--- src/sv/sa_pkg.sv ---
// segment allocator package: widths, status and op codes, register map
// no dependencies
package sa_pkg;
  localparam int TotalUnits  = 128;
  localparam int MaxSegments = 128;
  localparam int IdWidth     = 16;

  typedef enum logic [1:0] {
    ST_OK       = 2'd0,
    ST_DECLINED = 2'd1,
    ST_NO_OWNER = 2'd2
  } status_e;

  localparam logic OP_ALLOC = 1'b0;
  localparam logic OP_FREE  = 1'b1;

  localparam logic [1:0] REG_FIT_MODE = 2'd0;
endpackage

--- src/sv/segment_allocator_first_best_fit.sv ---
// segment allocator, first fit or best fit, top level
// depends on sa_pkg and sa_ram
//
// usage: one request beat on the s_axis side (tdata = op, owner_id, units_wanted),
// one result beat on the m_axis side (tdata = status, visited_count,
// small_fragments). fit_mode is written over the apb port at address 0.
// the table of segments lives in one ram, one entry a word (size, owner,
// free), accessed at one address per cycle by a small sequencer.
// an allocate walks the table (each entry: address, then read), then
// shifts the tail up one place and writes the split. a free walks until
// the owner is found. every request ends with a counting pass over the
// table for small fragments. s_axis_tready is low while a request is in
// work. the result sits in an output register; a stalled receiver holds
// the block until the beat is taken, the next request is accepted
// afterwards.
// reset: the table holds one free segment of TOTAL_UNITS units; entry 0 is
// written in the S_INIT state entered at reset (tready low then), entries beyond
// the count are never used so no further clearing is needed.
module segment_allocator_first_best_fit #(
  parameter int TOTAL_UNITS  = sa_pkg::TotalUnits,
  parameter int MAX_SEGMENTS = sa_pkg::MaxSegments
) (
  input  logic        clk_i,
  input  logic        rst_ni,
  // op [0], owner_id [16:1], units_wanted [24:17], zero fill to 32
  input  logic [31:0] s_axis_tdata,
  input  logic        s_axis_tvalid,
  output logic        s_axis_tready,
  // status [1:0], visited_count [9:2], small_fragments [17:10], zero fill to 24
  output logic [23:0] m_axis_tdata,
  output logic        m_axis_tvalid,
  input  logic        m_axis_tready,
  input  logic        psel,
  input  logic        penable,
  input  logic        pwrite,
  input  logic [1:0]  paddr,
  input  logic [31:0] pwdata,
  output logic [31:0] prdata,
  output logic        pready
);
  import sa_pkg::*;

  localparam int AW = $clog2(MAX_SEGMENTS);
  localparam int CW = $clog2(MAX_SEGMENTS + 1);
  localparam int WW = 8 + IdWidth + 1;

  localparam logic [3:0] S_IDLE   = 4'd0;
  localparam logic [3:0] S_SRD    = 4'd1;
  localparam logic [3:0] S_SCHK   = 4'd2;
  localparam logic [3:0] S_MRD    = 4'd3;
  localparam logic [3:0] S_MWR    = 4'd4;
  localparam logic [3:0] S_PRD    = 4'd5;
  localparam logic [3:0] S_PWR    = 4'd6;
  localparam logic [3:0] S_CRD    = 4'd7;
  localparam logic [3:0] S_CCHK   = 4'd8;
  localparam logic [3:0] S_OUT    = 4'd9;
  localparam logic [3:0] S_INIT   = 4'd10;

  logic [3:0] state_q, state_d;
  logic       fit_mode_q;
  logic [CW-1:0] count_q, count_d, idx_q, idx_d, pick_q, pick_d;
  logic [7:0] best_q, best_d, small_q, small_d, visited_q, visited_d;
  logic       found_q, found_d;
  logic [1:0] status_q, status_d;
  logic       op_q;
  logic [IdWidth-1:0] owner_q;
  logic [7:0] units_q;

  logic          we;
  logic [AW-1:0] addr;
  logic [WW-1:0] wdata, rdata;
  logic [7:0]    r_size;
  logic [IdWidth-1:0] r_owner;
  logic          r_free;
  logic          cfg_wr;

  assign {r_size, r_owner, r_free} = rdata;

  sa_ram #(.Width(WW), .Depth(MAX_SEGMENTS)) u_ram (
    .clk_i  (clk_i),
    .we_i   (we),
    .addr_i (addr),
    .wdata_i(wdata),
    .rdata_o(rdata)
  );

  // apb register
  assign pready = 1'b1;
  assign cfg_wr = psel && penable && pwrite && (paddr == REG_FIT_MODE);
  assign prdata = (paddr == REG_FIT_MODE) ? {31'd0, fit_mode_q} : 32'd0;

  assign s_axis_tready = (state_q == S_IDLE);
  assign m_axis_tvalid = (state_q == S_OUT);
  assign m_axis_tdata  = {6'd0, small_q, visited_q, status_q};

  always_comb begin
    state_d   = state_q;
    count_d   = count_q;
    idx_d     = idx_q;
    pick_d    = pick_q;
    best_d    = best_q;
    small_d   = small_q;
    visited_d = visited_q;
    found_d   = found_q;
    status_d  = status_q;
    we        = 1'b0;
    addr      = idx_q[AW-1:0];
    wdata     = '0;
    unique case (state_q)
      S_INIT: begin
        // reset image of entry 0: one free segment of all units
        we      = 1'b1;
        wdata   = {8'(TOTAL_UNITS), IdWidth'(0), 1'b1};
        state_d = S_IDLE;
      end
      S_IDLE: begin
        idx_d     = '0;
        found_d   = 1'b0;
        visited_d = '0;
        small_d   = '0;
        if (s_axis_tvalid) begin
          status_d = (s_axis_tdata[0] == OP_FREE) ? ST_NO_OWNER : ST_OK;
          if (s_axis_tdata[0] == OP_ALLOC && (s_axis_tdata[IdWidth+8:IdWidth+1] == 8'd0
              || count_q == CW'(MAX_SEGMENTS))) begin
            status_d = ST_DECLINED;
            state_d  = S_CRD;
          end else begin
            state_d = S_SRD;
          end
        end
      end
      S_SRD: begin
        // address issued, read lands next cycle
        if (idx_q == count_q) begin
          if (op_q == OP_FREE || !found_q) begin
            if (op_q == OP_ALLOC) status_d = ST_DECLINED;
            idx_d   = '0;
            state_d = S_CRD;
          end else begin
            visited_d = 8'(count_q);
            idx_d     = count_q;
            state_d   = S_MRD;
          end
        end else begin
          state_d = S_SCHK;
        end
      end
      S_SCHK: begin
        idx_d   = idx_q + 1'b1;
        state_d = S_SRD;
        if (op_q == OP_FREE) begin
          if (!r_free && r_owner == owner_q) begin
            we       = 1'b1;
            wdata    = {r_size, r_owner, 1'b1};
            status_d = ST_OK;
            idx_d    = '0;
            state_d  = S_CRD;
          end
        end else if (r_free && r_size > units_q) begin
          if (!fit_mode_q) begin
            pick_d    = idx_q;
            best_d    = r_size;
            found_d   = 1'b1;
            visited_d = 8'(idx_q + 1'b1);
            idx_d     = count_q;
            state_d   = S_MRD;
          end else if (!found_q || r_size < best_q) begin
            pick_d  = idx_q;
            best_d  = r_size;
            found_d = 1'b1;
          end
        end
      end
      S_MRD: begin
        // move entry idx-1 to idx, down to pick+1
        if (idx_q == pick_q + 1'b1) begin
          state_d = S_PWR;
        end else begin
          addr    = AW'(idx_q - 1'b1);
          state_d = S_MWR;
        end
      end
      S_MWR: begin
        we      = 1'b1;
        wdata   = rdata;
        idx_d   = idx_q - 1'b1;
        state_d = S_MRD;
      end
      S_PWR: begin
        // free remainder after the pick, then the allocated front
        we      = 1'b1;
        wdata   = {8'(best_q - units_q), IdWidth'(0), 1'b1};
        idx_d   = pick_q;
        state_d = S_PRD;
      end
      S_PRD: begin
        we      = 1'b1;
        wdata   = {units_q, owner_q, 1'b0};
        count_d = count_q + 1'b1;
        idx_d   = '0;
        state_d = S_CRD;
      end
      S_CRD: begin
        state_d = (idx_q == count_q) ? S_OUT : S_CCHK;
      end
      S_CCHK: begin
        if (r_free && (r_size == 8'd1 || r_size == 8'd2)) small_d = small_q + 1'b1;
        idx_d   = idx_q + 1'b1;
        state_d = S_CRD;
      end
      S_OUT: begin
        if (m_axis_tready) state_d = S_IDLE;
      end
      default: state_d = S_IDLE;
    endcase
  end

  always_ff @(posedge clk_i or negedge rst_ni) begin
    if (!rst_ni) begin
      state_q    <= S_INIT;
      fit_mode_q <= 1'b0;
      count_q    <= CW'(1);
      idx_q      <= '0;
      found_q    <= 1'b0;
    end else begin
      if (cfg_wr) fit_mode_q <= pwdata[0];
      state_q <= state_d;
      count_q <= count_d;
      idx_q   <= idx_d;
      found_q <= found_d;
    end
  end

  always_ff @(posedge clk_i) begin
    pick_q    <= pick_d;
    best_q    <= best_d;
    small_q   <= small_d;
    visited_q <= visited_d;
    status_q  <= status_d;
    if (state_q == S_IDLE && s_axis_tvalid) begin
      op_q    <= s_axis_tdata[0];
      owner_q <= s_axis_tdata[IdWidth:1];
      units_q <= s_axis_tdata[IdWidth+8:IdWidth+1];
    end
  end

  a_out_hold: assert property (@(posedge clk_i) disable iff (!rst_ni)
    m_axis_tvalid && !m_axis_tready |=> m_axis_tvalid && $stable(m_axis_tdata))
    else $error("result changed while stalled");
  a_no_overlap: assert property (@(posedge clk_i) disable iff (!rst_ni)
    !(s_axis_tready && m_axis_tvalid))
    else $error("ready while result pending");
  a_count_bound: assert property (@(posedge clk_i) disable iff (!rst_ni)
    count_q != '0 && count_q <= CW'(MAX_SEGMENTS))
    else $error("segment count out of range");
endmodule

--- src/sv/sa_ram.sv ---
// generic single port ram with registered read
// no dependencies
module sa_ram #(
  parameter int Width = 8,
  parameter int Depth = 128
) (
  input  logic                     clk_i,
  input  logic                     we_i,
  input  logic [$clog2(Depth)-1:0] addr_i,
  input  logic [Width-1:0]         wdata_i,
  output logic [Width-1:0]         rdata_o
);
  logic [Width-1:0] mem_q [Depth];

  always_ff @(posedge clk_i) begin
    if (we_i) begin
      mem_q[addr_i] <= wdata_i;
    end
    rdata_o <= mem_q[addr_i];
  end
endmodule

--- config.mk ---
export PLATFORM = sky130hd
export DESIGN_NAME = segment_allocator_first_best_fit
export DESIGN_NICKNAME = d
export VERILOG_FILES = /design/src/sv/sa_pkg.sv /design/src/sv/segment_allocator_first_best_fit.sv /design/src/sv/sa_ram.sv
export SDC_FILE = /design/constraint.sdc
export NUM_CORES = 2
export LEC_CHECK = 0
export BUFFER_PORTS_ARGS = -buffer_cell sky130_fd_sc_hd__clkbuf_2
export CAP_MARGIN = 20
export CORE_ASPECT_RATIO = 0.9
export CORE_MARGIN = 5
export CORE_UTILIZATION = 52
export CTS_BUF_LIST = sky130_fd_sc_hd__clkbuf_8
export DETAILED_ROUTE_END_ITERATION = 10
export MAX_ROUTING_LAYER = met4
export PLACE_DENSITY_LB_ADDON = 0.15
export RECOVER_POWER = 50
export SLEW_MARGIN = 20
export SYNTH_ARGS = -nofsm -noshare
export SYNTH_HDL_FRONTEND = slang
export SYNTH_HIERARCHICAL = 1
export SYNTH_SLANG_ARGS = --single-unit
--- constraint.sdc ---
create_clock -name clk_i -period 16.5 [get_ports clk_i]
set_input_delay 2.475 -clock clk_i [delete_from_list [all_inputs] [get_ports clk_i]]
set_output_delay 2.475 -clock clk_i [all_outputs]
set_load 0.005 [all_outputs]
* Yosys cells after proc, flatten, opt, wreduce, memory -nomap -nowiden
Memories as Yosys holds them, arrays and structs flattened. A register that Yosys moved wholly into a read port is not among the register bits.
Index checks and enable logic that the tools add are counted.
** Cells by class
- Multiplexer cells :: 56
- Reductions and logical operators :: 31
- Add/sub/neg operators :: 6
- Bitwise gates (word level) :: 2
- Magnitude comparators :: 2
- Equality and inequality tests :: 30
** Operator list (number)
- 8-bit 2-to-1 mux :: 16
- 25-bit case mux with 5 select lines :: 1
- 25-bit 2-to-1 mux :: 2
- 8-bit case mux with 6 select lines :: 1
- 4-bit case mux with 9 select lines :: 1
- 8-bit by 1-bit adder with 8-bit output (second input constant) :: 4
- 8-bit case mux with 3 select lines :: 1
- 2-bit 2-to-1 mux :: 11
- 2-bit != test (second input constant) :: 11
- 16-bit == test :: 1
- 4-bit by 3-bit == test with 1-bit output (second input constant) :: 4
- 8-bit == test :: 2
- 4-bit 2-to-1 mux :: 4
- 8-bit case mux with 2 select lines :: 1
- 7-bit 2-to-1 mux :: 2
- 4-bit == test (second input constant) :: 3
- 1-bit 2-to-1 mux :: 10
- 3-bit 2-to-1 mux :: 3
- 4-bit by 2-bit == test with 1-bit output (second input constant) :: 2
- 8-bit by 1-bit == test with 1-bit output (second input constant) :: 1
- 8-bit by 2-bit == test with 1-bit output (second input constant) :: 1
- 8-bit == test (second input constant) :: 1
- 8-bit greater-than comparator :: 1
- 1-bit logical AND :: 8
- 23 further kinds :: 35
** Storage, ports and cells
- Register bits :: 81
- Memories :: 1
- Bits in writable memories :: 3200
** Memories
- u_ram.mem_q :: words 128, width 25, rd ports 1, clocked after memory_dff 1, wr ports 1, RTL line sa_ram.sv:13 : logic [Width-1:0] mem_q [Depth];

* Depth between registers and ports, before layout
- Depth in word-level cells :: 7
- Depth in mapped cells :: 20
- Mapped depth without buffers :: 15

* Cells and area by module
The synthesis kept the hierarchy.
** Modules (own cells, without submodules)
- sa_ram :: cells an instance 7180, times used 1, area an instance 123065.5 um^2
- segment_allocator_first_best_fit :: cells an instance 574, times used 1, area an instance 5661.7 um^2

* Worst setup path after synthesis
OpenSTA, ideal clock, no wires.
- Path kind :: reg2reg
- Start :: register best_q[0]
- End :: memory u_ram/mem_q[0][23] in the netlist's numbering (data pin)
- Buffers on the path :: 0
- Slack :: 8.605 ns
- Cell stages (with the launch flop) :: 12
- Required time :: 15.303 ns
- Clock period less this slack :: 7.895 ns
- Arrival :: 6.699 ns
- Cell sequence :: edfxtp_1 -> inv_1 -> ha_1 -> inv_1 -> fa_1 -> nand2_1 -> nand2_1 -> a21o_1 -> a21o_1 -> a21oi_1 -> xor2_1 -> o21ai_0
** On the way
- Word-level cells in the longest chain between the ends :: 2
** RTL lines
- from (decl) :: RTL line segment_allocator_first_best_fit.sv:62 : logic [7:0] best_q, best_d, small_q, small_d, visited_q, visited_d;
- from (signal assigned) :: RTL line segment_allocator_first_best_fit.sv:236 : best_q <= best_d;
- 8-bit subtractor :: RTL line segment_allocator_first_best_fit.sv:192 : wdata = {8'(best_q - units_q), IdWidth'(0), 1'b1};
- 25-bit case mux with 5 select lines :: RTL line segment_allocator_first_best_fit.sv:109 : unique case (state_q)
- net wdata[23] :: RTL line segment_allocator_first_best_fit.sv:71 : logic [WW-1:0] wdata, rdata;
- to (decl) :: RTL line sa_ram.sv:13
The timed path passes the listed nets, and every way through them passes these cells.

* Worst setup path after layout
- Start :: register state_q[0]
- End :: memory u_ram/mem_q[103][22] in the netlist's numbering (data pin)
** On the way
- Word-level cells in the longest chain between the ends :: 2
- Elaborated cells between the ends (all ways) :: 6
- Those cells by class :: 5 x eq/ne; 1 x mux
** RTL lines
- from (decl) :: RTL line segment_allocator_first_best_fit.sv:59 : logic [3:0] state_q, state_d;
- from (signal assigned) :: RTL line segment_allocator_first_best_fit.sv:227 : state_q <= state_d;
- 4-bit by 3-bit == test with 1-bit output (tied with other cells) :: RTL line segment_allocator_first_best_fit.sv:109
- 25-bit case mux with 5 select lines * :: RTL line segment_allocator_first_best_fit.sv:109
- net wdata[22] :: RTL line segment_allocator_first_best_fit.sv:71
Mark *: on every way through the listed nets, which the timed path passes. The rest lies on a longest branch.

==> flow_summary.toml <==
[power]
peakVddDrop_mv = 0.186
p_sw_share_pct = 43.2
intPower_mw = 16.5
p_total_mw = 29.0
seq_power_share_pct = 35.0
p_comb_share_pct = 42.9
p_per_area_nw_per_um2 = 203
power_switching_mw = 12.5
leakage_nw = 45.7
p_clk_share_pct = 22.0

[synthesis]
yosys.area.top_type_share_pct = 76.0
syn_area_um2 = 129000
ys_warn_count = 6
synthArstFlopShare_pct = 0.665
synth_edf_count = 3259
synthCells = 7754
ys.flop_type = "edfxtp_1"
synthTopCellsByArea = "edfxtp_1 (76%), a221oi_1 (3.7%), a22oi_1 (2.4%), a21oi_1 (1.8%), mux2i_1 (1.7%)"
synthDistinctLibCells = 93
synth.avg_cell_area_um2 = 16.6
ys_seq_area_share_pct = 76.8
yosysTopAreaCell = "edfxtp_1"
yosys_register_bits = 3306

[cts]
cts_hold_buf = 0
post-cts-setup-buffers = 0
cts_tree = "built"
numClockSinks = 3306
clockBufferDepth = 4
cts_buffers = 535
cts_resized = 0
clk_pin_slew_ns = 0.06
htreeDepth = 6
insertion_delay_ns = 1.07
root_buffer = "clkbuf_8"

[place]
dp_slack_ns = 8.58
portBuffers = 55
dpl.hpwl_um = 237000
gp_congestion = 0.946

[sta]
final.setup.tns_ns = 0
slew_headroom_pct = -256
rsz0062_at_grt = "false"
fmaxAchievable_mhz = 102
worst_pin_slew_ns = 5.34
final_max_slew_viol_count = 3267
skew_ns = 0.0760
fin_crit_ns = 9.81
fin_ws_ns = 6.69
hold_ws_ns = 0.555
setup_violations = 0
hold_viol = 0
final.period_utilization_pct = 59.4

[routing]
dr.pass1.iters = 8
wl_per_cell_um = 35.5
vias = 79800
wl_um = 415000
vias_per_cell = 6.82
ant_nets = 0
drt_iter0_drc = 12000
drc_errors = 0

[run_status]
violations = "max-capacitance violations, max-slew violations"
status = "finished with violations"

[floorplanning]
die_h_um = 482
rows = 173
core_um2 = 247000
die_w_um = 534
die_area_um2 = 258000
num_io_pins = 132
initial_core_util_pct = 52.2

[global_route]
grt_max_degree = 117
grtUsageMet3_pct = 10.7
track_usage_pct = 32.6
grt_busiest_layer = "met1"
met1_usage_pct = 45.0
grt_pass1_wl_um = 579000
use_met2_pct = 44.5
grt_antenna_before_repair = 24
grt_pass1_vias = 75800
overflow = 0

[setup_path]
path_class = "reg2reg"
crit_arrival_ns = 9.97
end_kind = "flop"
cp-start-kind = "flop"
worstPathMaxFanout = 80
cp.required_ns = 16.66

[final_layout]
area.sequential_um2 = 98900
multiInputGateArea_um2 = 27300
fin_nets = 8183
drive_gt1_share_pct = 16.0
final_util_pct = 57.8
nFillCells = 18900
syn2layout_area_growth_pct = 10.8

[job]
drv_cap = 54

[min_path]
hold_path_class = "reg2reg"
[layer usage]
layer / wire, um / vias up
met1: 160000 / 40900
met3: 58600 / 937
met2: 175000 / 5599
li1: - / 32500
met5: 0 / -
met4: 21300 / 0
[final timing paths]
path                                        endpoint  slack, ns              start  depth (start not counted)
min in group asynchronous                    found_q       1.78             rst_ni                          1
worst min-delay path                       best_q[4]       0.55  u_ram/rdata_o[21]                          0
worst min register to register             best_q[4]       0.55  u_ram/rdata_o[21]                          0
worst max register to register  u_ram/mem_q[103][22]       6.69         state_q[0]                          6
worst max-delay path            u_ram/mem_q[103][22]       6.69         state_q[0]                          6
max in group asynchronous                   idx_q[4]      13.88             rst_ni                          1
[cell usage in the layout (no fill, tap or decap), types with 28 or more instances in the layout]
cell type / count
o21ai_0: 273
inv_1: 209
a31oi_1: 44
clkbuf_1: 58
mux4_2: 29
nor2b_1: 30
nor2_2: 120
nand2_1: 279
edfxtp_1: 3259
nand3_1: 43
o221ai_1: 43
nor2_1: 287
ha_1: 28
a21oi_1: 456
o22ai_1: 118
a211oi_1: 45
buf_4: 277
nor3_1: 45
clkbuf_2: 30
a221o_1: 76
clkbuf_8: 551
mux2i_1: 217
a222oi_1: 34
xnor2_1: 38
clkinv_2: 29
clkinv_1: 99
a22oi_1: 414
a221oi_1: 550
o22a_1: 54
o211ai_1: 35
mux2_2: 157
conb_1: 38
[flip-flops by register name (all words and copies together), names as in the netlist, 8 cells and up]
signal	flops
pick_q	8
idx_q	8
owner_q	16
best_q	8
visited_q	8
small_q	8
units_q	8
u_ram/mem_q	3200
u_ram/rdata_o	25
count_q	8
[kinds of logic after synthesis]
family / Yosys count / synth area share (%)
other: 2 / 0.00583
XOR/XNOR: 69 / 0.475
buffers and inverters: 669 / 2.54
AO/OA/AOI/OAI: 2321 / 13.0
adder cells (fa/ha/maj): 29 / 0.288
flip-flops: 3306 / 76.8
AND/OR/NAND/NOR: 944 / 3.22
multiplexers: 414 / 3.66
[metrics by stage]
step | cells | cell area, um2
5_1_grt | 11700 | 143000
3_3_place_gp | 10800 | 134000
6_report | 11700 | 143000
3_5_place_dp | 10800 | 134000
4_1_cts | 11700 | 143000
2_1_floorplan | 7790 | 129000
[power by group through the flow]
stage	sequential, mW	clock, mW	combinational (mW)
after floorplan	10.2	0	6.69
after global placement	10.2	0	11.9
after detailed placement	10.2	0	12.0
after CTS	10.1	6.47	12.0
after global routing	10.2	6.87	12.8
final	10.2	6.40	12.5
[cell usage after synthesis, drive strengths merged, types with 22 or more instances]
| master | instances |
|---|---|
| edfxtp | 3259 |
| a221oi | 555 |
| a21oi | 456 |
| a22oi | 414 |
| nor2 | 414 |
| buf | 376 |
| o21ai | 288 |
| nand2 | 281 |
| clkbuf | 260 |
| mux2i | 218 |
| mux2 | 167 |
| o22ai | 118 |
| a221o | 76 |
| o22a | 54 |
| nor3 | 51 |
| a211oi | 45 |
| a31oi | 44 |
| nand3 | 43 |
| o221ai | 43 |
| xnor2 | 39 |
| nor2b | 38 |
| o211ai | 35 |
| a222oi | 34 |
| inv | 33 |
| xor2 | 30 |
| mux4 | 29 |
| ha | 28 |
| a22o | 25 |
| dfxtp | 25 |
| nand4 | 23 |
| and3 | 22 |
[area by class of cell]
class / instances / share of cell area, %
Clock inverter: 360 / 1.24
Clock buffer: 551 / 5.32
Antenna cell: 14 / 0.0246
Tap cell: 3237 / 2.84
Sequential cell: 3306 / 69.3
Multi-Input combinational cell: 3815 / 19.1
Timing Repair Buffer: 390 / 2.01
Inverter: 33 / 0.104
[worst max-delay path, cell delays in order (launching register included)]
cell      delay [ns]
dfrtp_1         0.80
nand2b_1        0.27
nor2_1          1.84
a22oi_1         0.43
o21ai_4         0.15
clkbuf_1        2.03
clkbuf_1        3.25
Power figures use the tool's default switching activity.
